## src/odbp_pkg.sv

```systemverilog
// Shared types, constants and the Bayer threshold table for the ordered
// dither bit packer. No dependencies; every other source file imports it.
`default_nettype none

package odbp_pkg;

    // Field and counter widths fixed by the pixel and result formats.
    localparam int unsigned SAMPLE_W = 8;
    localparam int unsigned SIZE_W   = 14;
    localparam int unsigned CFG_IDX_W = 8;

    // Default limits for the row and page size parameters.
    localparam int unsigned MAX_ROW_PIXELS_DEF = 10000;
    localparam int unsigned MAX_PAGE_ROWS_DEF  = 15000;

    // Register reset values.
    localparam logic [SIZE_W-1:0] LINE_WIDTH_RST = 14'd4760;
    localparam logic [SIZE_W-1:0] PAGE_ROWS_RST  = 14'd6818;

    // Configuration register indexes.
    localparam logic [CFG_IDX_W-1:0] CFG_LINE_WIDTH  = 8'd0;
    localparam logic [CFG_IDX_W-1:0] CFG_PAGE_ROWS   = 8'd1;
    localparam logic [CFG_IDX_W-1:0] CFG_RGB_INPUT   = 8'd2;
    localparam logic [CFG_IDX_W-1:0] CFG_INVERT_DOTS = 8'd3;

    // Luma weights, in units of 1/256.
    localparam logic [15:0] GRAY_R_WEIGHT = 16'd77;
    localparam logic [15:0] GRAY_G_WEIGHT = 16'd150;
    localparam logic [15:0] GRAY_B_WEIGHT = 16'd29;

    // One input item: a gray sample or an RGB triple.
    typedef struct packed {
        logic [SAMPLE_W-1:0] red_or_gray;
        logic [SAMPLE_W-1:0] green;
        logic [SAMPLE_W-1:0] blue;
    } pixel_t;

    // One result item: eight packed dots and the line and page marks.
    typedef struct packed {
        logic [7:0] packed_byte;
        logic       end_of_row;
        logic       end_of_page;
    } result_t;

    // Effective configuration, with sizes already limited to a legal range.
    typedef struct packed {
        logic [SIZE_W-1:0] line_width;
        logic [SIZE_W-1:0] page_rows;
        logic              rgb_input;
        logic              invert_dots;
    } cfg_t;

    // Low bits of the row and column counters, which pick the threshold.
    typedef struct packed {
        logic [2:0] row_phase;
        logic [2:0] col_phase;
    } phase_t;

    // 8x8 Bayer threshold matrix, indexed by row phase then column phase.
    localparam logic [7:0] BAYER_TAB [8][8] = '{
        '{8'd0,   8'd128, 8'd32,  8'd160, 8'd8,   8'd136, 8'd40,  8'd168},
        '{8'd192, 8'd64,  8'd224, 8'd96,  8'd200, 8'd72,  8'd232, 8'd104},
        '{8'd48,  8'd176, 8'd16,  8'd144, 8'd56,  8'd184, 8'd24,  8'd152},
        '{8'd240, 8'd112, 8'd208, 8'd80,  8'd248, 8'd120, 8'd216, 8'd88},
        '{8'd12,  8'd140, 8'd44,  8'd172, 8'd4,   8'd132, 8'd36,  8'd164},
        '{8'd204, 8'd76,  8'd236, 8'd108, 8'd196, 8'd68,  8'd228, 8'd100},
        '{8'd60,  8'd188, 8'd28,  8'd156, 8'd52,  8'd180, 8'd20,  8'd148},
        '{8'd252, 8'd124, 8'd220, 8'd92,  8'd244, 8'd116, 8'd212, 8'd84}
    };

    function automatic logic [7:0] bayer_threshold(input phase_t ph);
        return BAYER_TAB[ph.row_phase][ph.col_phase];
    endfunction

endpackage

`default_nettype wire

```

## src/ordered_dither_bit_packer.sv

```systemverilog
// Top level of the ordered dither bit packer: input register, dither
// decision, packer and configuration registers. Depends on odbp_pkg and
// odbp_cfg_regs, odbp_dither, odbp_packer.
//
// Usage: pixels enter on px with px_valid/px_ready, one item per pixel in
// raster order. Packed bytes leave on res with res_valid/res_ready: one
// result after every eighth pixel of a row and one at the end of each row,
// flagged with end_of_row, and end_of_page on the last row of a page.
// Configuration is written through cfg_we, cfg_index and cfg_wdata while
// the block is idle: 0 line width, 1 page rows, 2 RGB input, 3 inverted dots.
// A pixel that closes a result is loaded into the input register and then,
// once the result register can take a byte, into the result register.
// Throughput is one pixel per cycle while the receiver takes results, set
// by the single pass from the input register through the gray sum and
// threshold compare into the packer state.
// Reset clears the counters and the bit accumulator and loads the default
// sizes; no clearing pass is needed. When the receiver stalls, the result
// register holds its byte; one more pixel can wait in the input register,
// and px_ready drops while that pixel waits and the result is still held.
`default_nettype none

module ordered_dither_bit_packer
    import odbp_pkg::*;
#(
    parameter int unsigned MAX_ROW_PIXELS = MAX_ROW_PIXELS_DEF,
    parameter int unsigned MAX_PAGE_ROWS  = MAX_PAGE_ROWS_DEF
)
(
    input  wire logic                 clk,
    input  wire logic                 rst_n,
    input  wire logic                 px_valid,
    output logic                      px_ready,
    input  wire pixel_t               px,
    output logic                      res_valid,
    input  wire logic                 res_ready,
    output result_t                   res,
    input  wire logic                 cfg_we,
    input  wire logic [CFG_IDX_W-1:0] cfg_index,
    input  wire logic [SIZE_W-1:0]    cfg_wdata
);

    cfg_t   cfg;
    phase_t phase;
    pixel_t px_reg;
    logic   px_valid_reg, px_valid_next;
    logic   advance;
    logic   black;

    // The held pixel moves on whenever the result register can take a byte.
    assign advance  = px_valid_reg && (!res_valid || res_ready);
    assign px_ready = !px_valid_reg || advance;

    always_comb
    begin
        px_valid_next = px_valid_reg;
        if (px_valid && px_ready)
            px_valid_next = 1'b1;
        else if (advance)
            px_valid_next = 1'b0;
    end

    // Input register.
    always_ff @(posedge clk or negedge rst_n)
    begin
        if (!rst_n)
            px_valid_reg <= 1'b0;
        else
            px_valid_reg <= px_valid_next;
    end

    always_ff @(posedge clk)
    begin
        if (px_valid && px_ready)
            px_reg <= px;
    end

    odbp_cfg_regs #(
        .MAX_ROW_PIXELS (MAX_ROW_PIXELS),
        .MAX_PAGE_ROWS  (MAX_PAGE_ROWS)
    ) u_cfg (
        .clk       (clk),
        .rst_n     (rst_n),
        .cfg_we    (cfg_we),
        .cfg_index (cfg_index),
        .cfg_wdata (cfg_wdata),
        .cfg       (cfg)
    );

    odbp_dither u_dither (
        .px    (px_reg),
        .cfg   (cfg),
        .phase (phase),
        .black (black)
    );

    odbp_packer u_packer (
        .clk       (clk),
        .rst_n     (rst_n),
        .advance   (advance),
        .black     (black),
        .cfg       (cfg),
        .res_ready (res_ready),
        .phase     (phase),
        .res_valid (res_valid),
        .res       (res)
    );

endmodule

`default_nettype wire

```

## src/odbp_cfg_regs.sv

```systemverilog
// Configuration registers of the ordered dither bit packer, with limiting
// of the row and page sizes. Depends on odbp_pkg.
`default_nettype none

module odbp_cfg_regs
    import odbp_pkg::*;
#(
    parameter int unsigned MAX_ROW_PIXELS = MAX_ROW_PIXELS_DEF,
    parameter int unsigned MAX_PAGE_ROWS  = MAX_PAGE_ROWS_DEF
)
(
    input  wire logic                 clk,
    input  wire logic                 rst_n,
    input  wire logic                 cfg_we,
    input  wire logic [CFG_IDX_W-1:0] cfg_index,
    input  wire logic [SIZE_W-1:0]    cfg_wdata,
    output cfg_t                      cfg
);

    localparam logic [SIZE_W-1:0] MAX_W = SIZE_W'(MAX_ROW_PIXELS);
    localparam logic [SIZE_W-1:0] MAX_H = SIZE_W'(MAX_PAGE_ROWS);

    logic [SIZE_W-1:0] line_width_reg;
    logic [SIZE_W-1:0] page_rows_reg;
    logic              rgb_input_reg;
    logic              invert_dots_reg;

    // Register writes; unknown indexes are ignored.
    always_ff @(posedge clk or negedge rst_n)
    begin
        if (!rst_n)
        begin
            line_width_reg  <= LINE_WIDTH_RST;
            page_rows_reg   <= PAGE_ROWS_RST;
            rgb_input_reg   <= 1'b0;
            invert_dots_reg <= 1'b0;
        end
        else if (cfg_we)
        begin
            unique case (cfg_index)
                CFG_LINE_WIDTH:  line_width_reg  <= cfg_wdata;
                CFG_PAGE_ROWS:   page_rows_reg   <= cfg_wdata;
                CFG_RGB_INPUT:   rgb_input_reg   <= cfg_wdata[0];
                CFG_INVERT_DOTS: invert_dots_reg <= cfg_wdata[0];
                default:         ;
            endcase
        end
    end

    // A size of zero acts as one, and sizes above the limit saturate.
    always_comb
    begin
        cfg.line_width = line_width_reg;
        if (line_width_reg == '0)
            cfg.line_width = SIZE_W'(1);
        else if (line_width_reg > MAX_W)
            cfg.line_width = MAX_W;

        cfg.page_rows = page_rows_reg;
        if (page_rows_reg == '0)
            cfg.page_rows = SIZE_W'(1);
        else if (page_rows_reg > MAX_H)
            cfg.page_rows = MAX_H;

        cfg.rgb_input   = rgb_input_reg;
        cfg.invert_dots = invert_dots_reg;
    end

endmodule

`default_nettype wire

```

## src/odbp_dither.sv

```systemverilog
// Gray conversion and ordered dither decision for one pixel.
// Depends on odbp_pkg for the pixel type, weights and Bayer table.
`default_nettype none

module odbp_dither
    import odbp_pkg::*;
(
    input  wire pixel_t px,
    input  wire cfg_t   cfg,
    input  wire phase_t phase,
    output logic        black
);

    logic [15:0]         luma_sum;
    logic [SAMPLE_W-1:0] gray;
    logic [7:0]          thresh;

    // Weighted sum of the components; the top byte is the gray value.
    assign luma_sum = 16'(px.red_or_gray) * GRAY_R_WEIGHT
                    + 16'(px.green) * GRAY_G_WEIGHT
                    + 16'(px.blue) * GRAY_B_WEIGHT;

    assign gray   = cfg.rgb_input ? luma_sum[15:8] : px.red_or_gray;
    assign thresh = bayer_threshold(phase);

    // Normal mode prints dark pixels; inverted mode prints light ones.
    assign black = cfg.invert_dots ? (gray > thresh) : (~gray > thresh);

endmodule

`default_nettype wire

```

## src/odbp_packer.sv

```systemverilog
// Row and column counters, dot accumulator and result register of the
// ordered dither bit packer. Depends on odbp_pkg.
`default_nettype none

module odbp_packer
    import odbp_pkg::*;
(
    input  wire logic clk,
    input  wire logic rst_n,
    input  wire logic advance,
    input  wire logic black,
    input  wire cfg_t cfg,
    input  wire logic res_ready,
    output phase_t    phase,
    output logic      res_valid,
    output result_t   res
);

    logic [SIZE_W-1:0] col_reg, col_next;
    logic [SIZE_W-1:0] row_reg, row_next;
    logic [7:0]        acc_reg, acc_next;
    logic [2:0]        pos_reg, pos_next;
    logic              res_valid_reg, res_valid_next;
    result_t           res_reg, res_next;

    logic [7:0] acc_with_dot;
    logic       row_end;
    logic       page_end;
    logic       emit;

    assign phase.row_phase = row_reg[2:0];
    assign phase.col_phase = col_reg[2:0];

    // Position tests and the accumulator with the current dot set.
    assign acc_with_dot = acc_reg | (8'(black) << pos_reg);
    assign row_end  = ({1'b0, col_reg} + 15'd1) >= {1'b0, cfg.line_width};
    assign page_end = row_end && (({1'b0, row_reg} + 15'd1) >= {1'b0, cfg.page_rows});
    assign emit     = row_end || (pos_reg == 3'd0);

    // Next state for one pixel moving through, and for the result handshake.
    always_comb
    begin
        col_next       = col_reg;
        row_next       = row_reg;
        acc_next       = acc_reg;
        pos_next       = pos_reg;
        res_next       = res_reg;
        res_valid_next = res_valid_reg && !res_ready;

        if (advance)
        begin
            if (emit)
            begin
                res_next.packed_byte = acc_with_dot;
                res_next.end_of_row  = row_end;
                res_next.end_of_page = page_end;
                res_valid_next       = 1'b1;
                acc_next             = '0;
                pos_next             = 3'd7;
            end
            else
            begin
                acc_next = acc_with_dot;
                pos_next = pos_reg - 3'd1;
            end

            if (row_end)
            begin
                col_next = '0;
                row_next = page_end ? '0 : row_reg + SIZE_W'(1);
            end
            else
            begin
                col_next = col_reg + SIZE_W'(1);
            end
        end
    end

    // Control and counter state.
    always_ff @(posedge clk or negedge rst_n)
    begin
        if (!rst_n)
        begin
            col_reg       <= '0;
            row_reg       <= '0;
            acc_reg       <= '0;
            pos_reg       <= 3'd7;
            res_valid_reg <= 1'b0;
        end
        else
        begin
            col_reg       <= col_next;
            row_reg       <= row_next;
            acc_reg       <= acc_next;
            pos_reg       <= pos_next;
            res_valid_reg <= res_valid_next;
        end
    end

    // Result payload register.
    always_ff @(posedge clk)
    begin
        res_reg <= res_next;
    end

    assign res_valid = res_valid_reg;
    assign res       = res_reg;

endmodule

`default_nettype wire

```

## config.mk

```make
export PLATFORM = sky130hd
export DESIGN_NAME = ordered_dither_bit_packer
export DESIGN_NICKNAME = d
export VERILOG_FILES = /design/src/odbp_pkg.sv /design/src/ordered_dither_bit_packer.sv /design/src/odbp_cfg_regs.sv /design/src/odbp_dither.sv /design/src/odbp_packer.sv
export SDC_FILE = /design/constraint.sdc
export NUM_CORES = 1
export LEC_CHECK = 0
export ABC_AREA = 1
export BUFFER_PORTS_ARGS = -buffer_cell sky130_fd_sc_hd__buf_2
export CORE_ASPECT_RATIO = 1.75
export CORE_MARGIN = 2
export CORE_UTILIZATION = 40
export DETAILED_ROUTE_END_ITERATION = 7
export SLEW_MARGIN = 20
export SYNTH_ARGS = -nofsm -noshare
export SYNTH_HDL_FRONTEND = slang
export SYNTH_HIERARCHICAL = 1
export SYNTH_SLANG_ARGS = --single-unit
export TNS_END_PERCENT = 100
```

## constraint.sdc

```tcl
create_clock -name clk -period 8 [get_ports clk]
set_input_delay 1.2 -clock clk [delete_from_list [all_inputs] [get_ports clk]]
set_output_delay 1.2 -clock clk [all_outputs]
set_load 0.05 [all_outputs]
```

-- Yosys cells after proc, flatten, opt, wreduce, memory -nomap -nowiden
Memories as Yosys holds them, arrays and structs flattened.
Index checks and enable logic that the tools add are counted.
- register bits: 105
- bits in read-only memories: 512
- input bits: 51
- output and inout bits: 12
- word-level logic and storage cells: 83
- memories kept: 1
- memory list (name ; depth ; width ; rd ports ; clocked after memory_dff ; write ports ; RTL line ; text):
    (no name shown) ; 8 ; 64 ; 1 ; 0 ; 0 ; odbp_pkg.sv:72 ; return BAYER_TAB[ph.row_phase][ph.col_phase];
- add/sub/neg operators: 7
- $mul: 3
- $lt $le $gt $ge: 8
- equal/unequal tests: 3
- shifts and indexed selects: 1
- multiplexer cells: 19
- bitwise operators: 4
- reductions and logical operators: 21
- operator list (kind ; number):
    2-to-1 mux 64 bit ; 2
    2-to-1 mux 14 bit ; 6
    2-to-1 mux 8 bit ; 4
    adder 14 x 1 -> 15 bit (second input constant) ; 2
    greater-or-equal comparator 15 x 14 -> 1 bit ; 2
    multiplier 8 x 7 -> 15 bit (second input constant) ; 2
    adder 14 x 1 -> 14 bit (second input constant) ; 2
    > comparator 14 bit (second input constant) ; 2
    zero test 14 bit ; 2
    binary-select mux 8 bit (select 3 bit) ; 1
    adder 15 x 16 -> 16 bit ; 1
    adder 16 x 13 -> 16 bit ; 1
    == test 8 x 2 -> 1 bit (second input constant) ; 2
    > comparator 8 bit ; 2
    multiplier 8 x 5 -> 13 bit (second input constant) ; 1
    AND reduction 2 bit ; 6
    == test 8 x 1 -> 1 bit (second input constant) ; 1
    greater-or-equal comparator 4 bit (second input constant) ; 2
    zero test 8 bit ; 1
    NOT 3 -> 4 bit ; 2
    NOT 8 bit ; 1
    bitwise OR 8 bit ; 1
    left shift 1 x 3 -> 8 bit ; 1
    2-to-1 mux 1 bit ; 5
    other kinds (7) ; 14

-- Logic depth before layout (Yosys ltp)
- word-level depth: 12
- gate-level depth with buffers: 42
- depth with buffers taken out: 42

-- Hierarchy
Netlist, hierarchy kept.
- modules (own cells, without submodules) (module ; instances ; cells each ; area each (um^2) ; seq. area each (um^2)):
    odbp_dither ; 1 ; 502 ; 3971.3 ; 0.0
    odbp_packer ; 1 ; 503 ; 3612.2 ; 1305.0
    odbp_cfg_regs ; 1 ; 244 ; 1720.4 ; 764.5
    ordered_dither_bit_packer ; 1 ; 32 ; 782.0 ; 745.7

-- Least setup slack after synthesis
Ideal clock, no wire load.
- path kind: flip-flop to flip-flop
- start point: register px_reg[12] (netlist bit)
- end point: register u_packer.acc_reg[1]
- setup time: 0.078 ns
- arrival time: 7.707 ns
- required time: 7.922 ns
- setup slack: 0.215 ns
- stages on the path, launching flop included: 37
- buffers on the path: 0
- clock period less this slack: 7.785 ns
- cell sequence: edfxtp_1 -> ha_1 -> ha_1 -> inv_1 -> fa_1 -> fa_1 -> inv_1 -> ha_1 -> a21oi_1 -> a21boi_0 -> xnor2_1 -> ha_1 -> fa_1 -> inv_1 -> fa_1 -> fa_1 -> inv_1 -> ha_1 -> a21oi_1 -> nand2_1 -> a21oi_1 -> nand3_1 -> nand3_1 -> nand2_1 -> ha_1 -> nor2_1 -> nand3b_1 -> or2_2 -> a31oi_1 -> nand2_1 -> nand2_1 -> inv_1 -> nor3_1 -> nand2_1 -> o21ai_0 -> inv_1 -> a21oi_1
- longest elaborated chain between the ends: 10
- elaborated cells on any way between the ends: 11
- classes of those cells: 2 x add/sub; 1 x mul; 2 x order compare; 1 x shift; 3 x mux; 2 x bitwise
- RTL lines (what ; RTL line ; text):
    start, declared ; ordered_dither_bit_packer.sv:44 ; pixel_t px_reg;
    start signal, assigned ; ordered_dither_bit_packer.sv:74 ; px_reg <= px;
    multiplier 8 x 7 -> 15 bit * ; odbp_dither.sv:20 ; + 16'(px.green) * GRAY_G_WEIGHT
    adder 15 x 16 -> 16 bit * ; odbp_dither.sv:20 ;
    adder 16 x 13 -> 16 bit * ; odbp_dither.sv:21 ; + 16'(px.blue) * GRAY_B_WEIGHT;
    2-to-1 mux 8 bit * ; odbp_dither.sv:23 ; assign gray = cfg.rgb_input ? luma_sum[15:8] : px.red_or_gray;
    NOT 8 bit ; odbp_dither.sv:27 ; assign black = cfg.invert_dots ? (gray > thresh) : (~gray > thresh);
    > comparator 8 bit ; odbp_dither.sv:27 ;
    2-to-1 mux 1 bit * ; odbp_dither.sv:27 ;
    named net black ; ordered_dither_bit_packer.sv:47 ; logic black;
    left shift 1 x 3 -> 8 bit * ; odbp_packer.sv:35 ; assign acc_with_dot = acc_reg | (8'(black) << pos_reg);
    bitwise OR 8 bit * ; odbp_packer.sv:35 ;
    2-to-1 mux 8 bit * ; odbp_packer.sv:52 ; if (emit)
    end signal, assigned ; odbp_packer.sv:94 ; acc_reg <= acc_next;
    end, declared ; odbp_packer.sv:21 ; logic [7:0] acc_reg, acc_next;
The timed path passes the listed nets; every way through them passes the cells marked *.
A chain may end at the register's enable or synchronous reset.

-- Worst setup path in the final report
- start point: register px_reg[14] (netlist bit)
- end point: register u_packer.acc_reg[5]
Same word-level chain as after synthesis.

==> impl_metrics.ini <==
[outcome]
status = finished clean

[critical_path]
cp_slowest_cell = fa_1
arrival_ns = 7.87
cpPeakStageDelay_ns = 0.55
worstPathRequired_ns = 8.30
path_max_fanout = 5
r2r_cells = 38
cp-end-kind = flip-flop
path_class = reg2reg
path_depth = 38
worst-path-buf-inv = 10
worst_path_dominant_cell_family = adder cells
cp-start-kind = flip-flop

[final_layout]
syn_to_final_growth_pct = 11.52
fin_nets = 1581
multiInputGateArea_mm2 = 0.006312
fillers = 2542
drive_above_1_share_pct = 14.50
n_antenna_cell = 0
utilization_pct = 45.50
largest_reg_flops = 24
regArea_mm2 = 0.002815

[clock_tree]
htree_levels = 3
cts_tree = done
clock_sinks = 105
clockRootBuffer = clkbuf_16
cts_buffers = 9
ctsHoldBuffers = 0
clk_pin_slew_ns = 0.08
cts_buffer_depth = 2
insertion_delay_ns = 0.37

[timing]
hold_ws_ns = 0.4670
worst_slew_pin_slew_ns = 0.9786
fmax_mhz = 132.0
hold_viol = 0
setup_viol = 0
maxSlewViolCount = 0
slew-limit-headroom_pct = 34.36
period_needed_ns = 7.574
finClkSkew_ns = 0.01071
fin_setup_tns_ns = 0
period_share_pct = 94.68

[floorplanning]
row_count = 76
die_w_um = 124.0
start_util_pct = 40.79
ios = 63
die-area_mm2 = 0.02655
coreArea_mm2 = 0.02472
fp.dieH_um = 214.1

[detailed_routing]
dr.first_iter.drc_count = 284
drt-vias-per-instance = 4.891
drtAntennaViolNets = 0
wirelength_um = 23740
drc = 0
routed-via-count = 8138
routedWlPerCell_um = 14.27
drt_pass1_iterations = 4

[placement]
hpwl_um = 19640
port_buffers = 62
gp_congestion = 0.9095

[synth]
synthTopCellsByCount = 333 x nand2_1, 256 x inv_1, 128 x ha_1, 88 x nand3_1, 82 x nor2_1
synth_top_area_share_pct = 15.88
synth_largest_area_cell = ha_1
synth_ff_type = dfrtp_1
synth_warnings = 6
netlist_area_mm2 = 0.01009
synthDistinctLibCells = 49
synth_edf_count = 34
async_flop_share_pct = 67.62
ys_ff_latch = 105
netlist_instances = 1281
synthTopCellsByArea = ha_1 16%, dfrtp_1 14%, nand2_1 12%
synth.most_common_cell = nand2_1
ys_seq_area_share_pct = 27.91
syn_nets = 1515
syn_avg_cell_area_um2 = 7.873

[global_route]
grt_max_degree = 72
grt_pass1_vias = 8419
grt_pass1_wl_um = 39340
antenna_found_initial = 0
grt-ovfl-total = 0
track_usage_pct = 19.00

[hold_path]
hold_path_depth = 2
min_path_type = reg2reg

[run]
drv_cap = 0
[final timing paths]
check / slack (ns) / endpoint / from
min in group asynchronous: 1.03 / u_packer/col_reg[13] / rst_n
worst max-delay path: 0.43 / u_packer/acc_reg[5] / px_reg[14]
worst min register to register: 0.47 / u_cfg/line_width_reg[3] / u_cfg/line_width_reg[3]
max in group asynchronous: 6.33 / u_packer/col_reg[11] / rst_n
worst min-delay path: 0.47 / u_cfg/line_width_reg[3] / u_cfg/line_width_reg[3]
worst max register to register: 0.43 / u_packer/acc_reg[5] / px_reg[14]
[cell families after synthesis]
family | synth area share [%]
simple gates | 25.18
xor+xnor | 2.766
buf+inv | 11.67
fa+ha+maj | 26.80
flops | 27.91
compound gates | 5.669
[cells in the final DEF (no fill, tap or decap), types with 5 or more instances in the layout]
cell type	n
nand2_1	327
inv_1	254
ha_1	120
nand3_1	86
nor2_1	81
buf_2	62
dfrtp_1	57
fa_1	54
a21oi_1	40
edfxtp_1	34
nand2_2	23
buf_4	21
o21ai_1	19
xor2_1	16
nand4_1	14
dfstp_2	14
xnor2_1	13
clkbuf_16	9
o21bai_1	8
or2_2	8
ha_4	8
nor2_2	6
o21ai_0	6
nand3_2	5
[what timing repair did]
action | in CTS | in global routing
pin swaps | 0 | 22
gates cloned | 0 | 0
gates resized for setup | 3 | 34
buffers inserted | 0 | 4
setup endpoints to repair | 9 | 16
[routing by layer]
| layer | part of all wire (%) | track usage [%] | routed length (um) |
|---|---|---|---|
| met1 | 36 | 18.79 | 8550 |
| met2 | 56 | 36.41 | 13350 |
| met3 | 2.6 | 3.138 | 606 |
| met4 | 5.2 | 9.850 | 1236 |
| met5 | 0 | 0 | 0 |
[metrics by stage]
| step | setup WS [ns] | std cells | cell area, um^2 |
|---|---|---|---|
| 3_3_place_gp | 0.1236 | 1644 | 10720 |
| 5_1_grt | -0.01594 | 1664 | 11250 |
| 2_1_floorplan | 0.2154 | 1281 | 10090 |
| 3_5_place_dp | -0.07619 | 1644 | 10720 |
| 4_1_cts | 0.02840 | 1660 | 11010 |
| 6_report | 0.4255 | 1664 | 11250 |
[area by class of cell]
type	instances	share of cell area, %
Sequential cell	105	25.03
Inverter	259	8.643
Tap cell	312	3.471
Clock inverter	7	0.4783
Clock buffer	9	2.002
Timing Repair Buffer	84	4.260
Multi-Input combinational cell	888	56.12
[worst min-delay path, stage by stage, from the launching register on]
cell and delay, ns:
dfstp_2 0.37, nand2_1 0.05, nand2_1 0.04
Power is left out: the tool's default activity adds up to more than one toggle a clock period on the data nets, which glitch-free logic cannot reach.
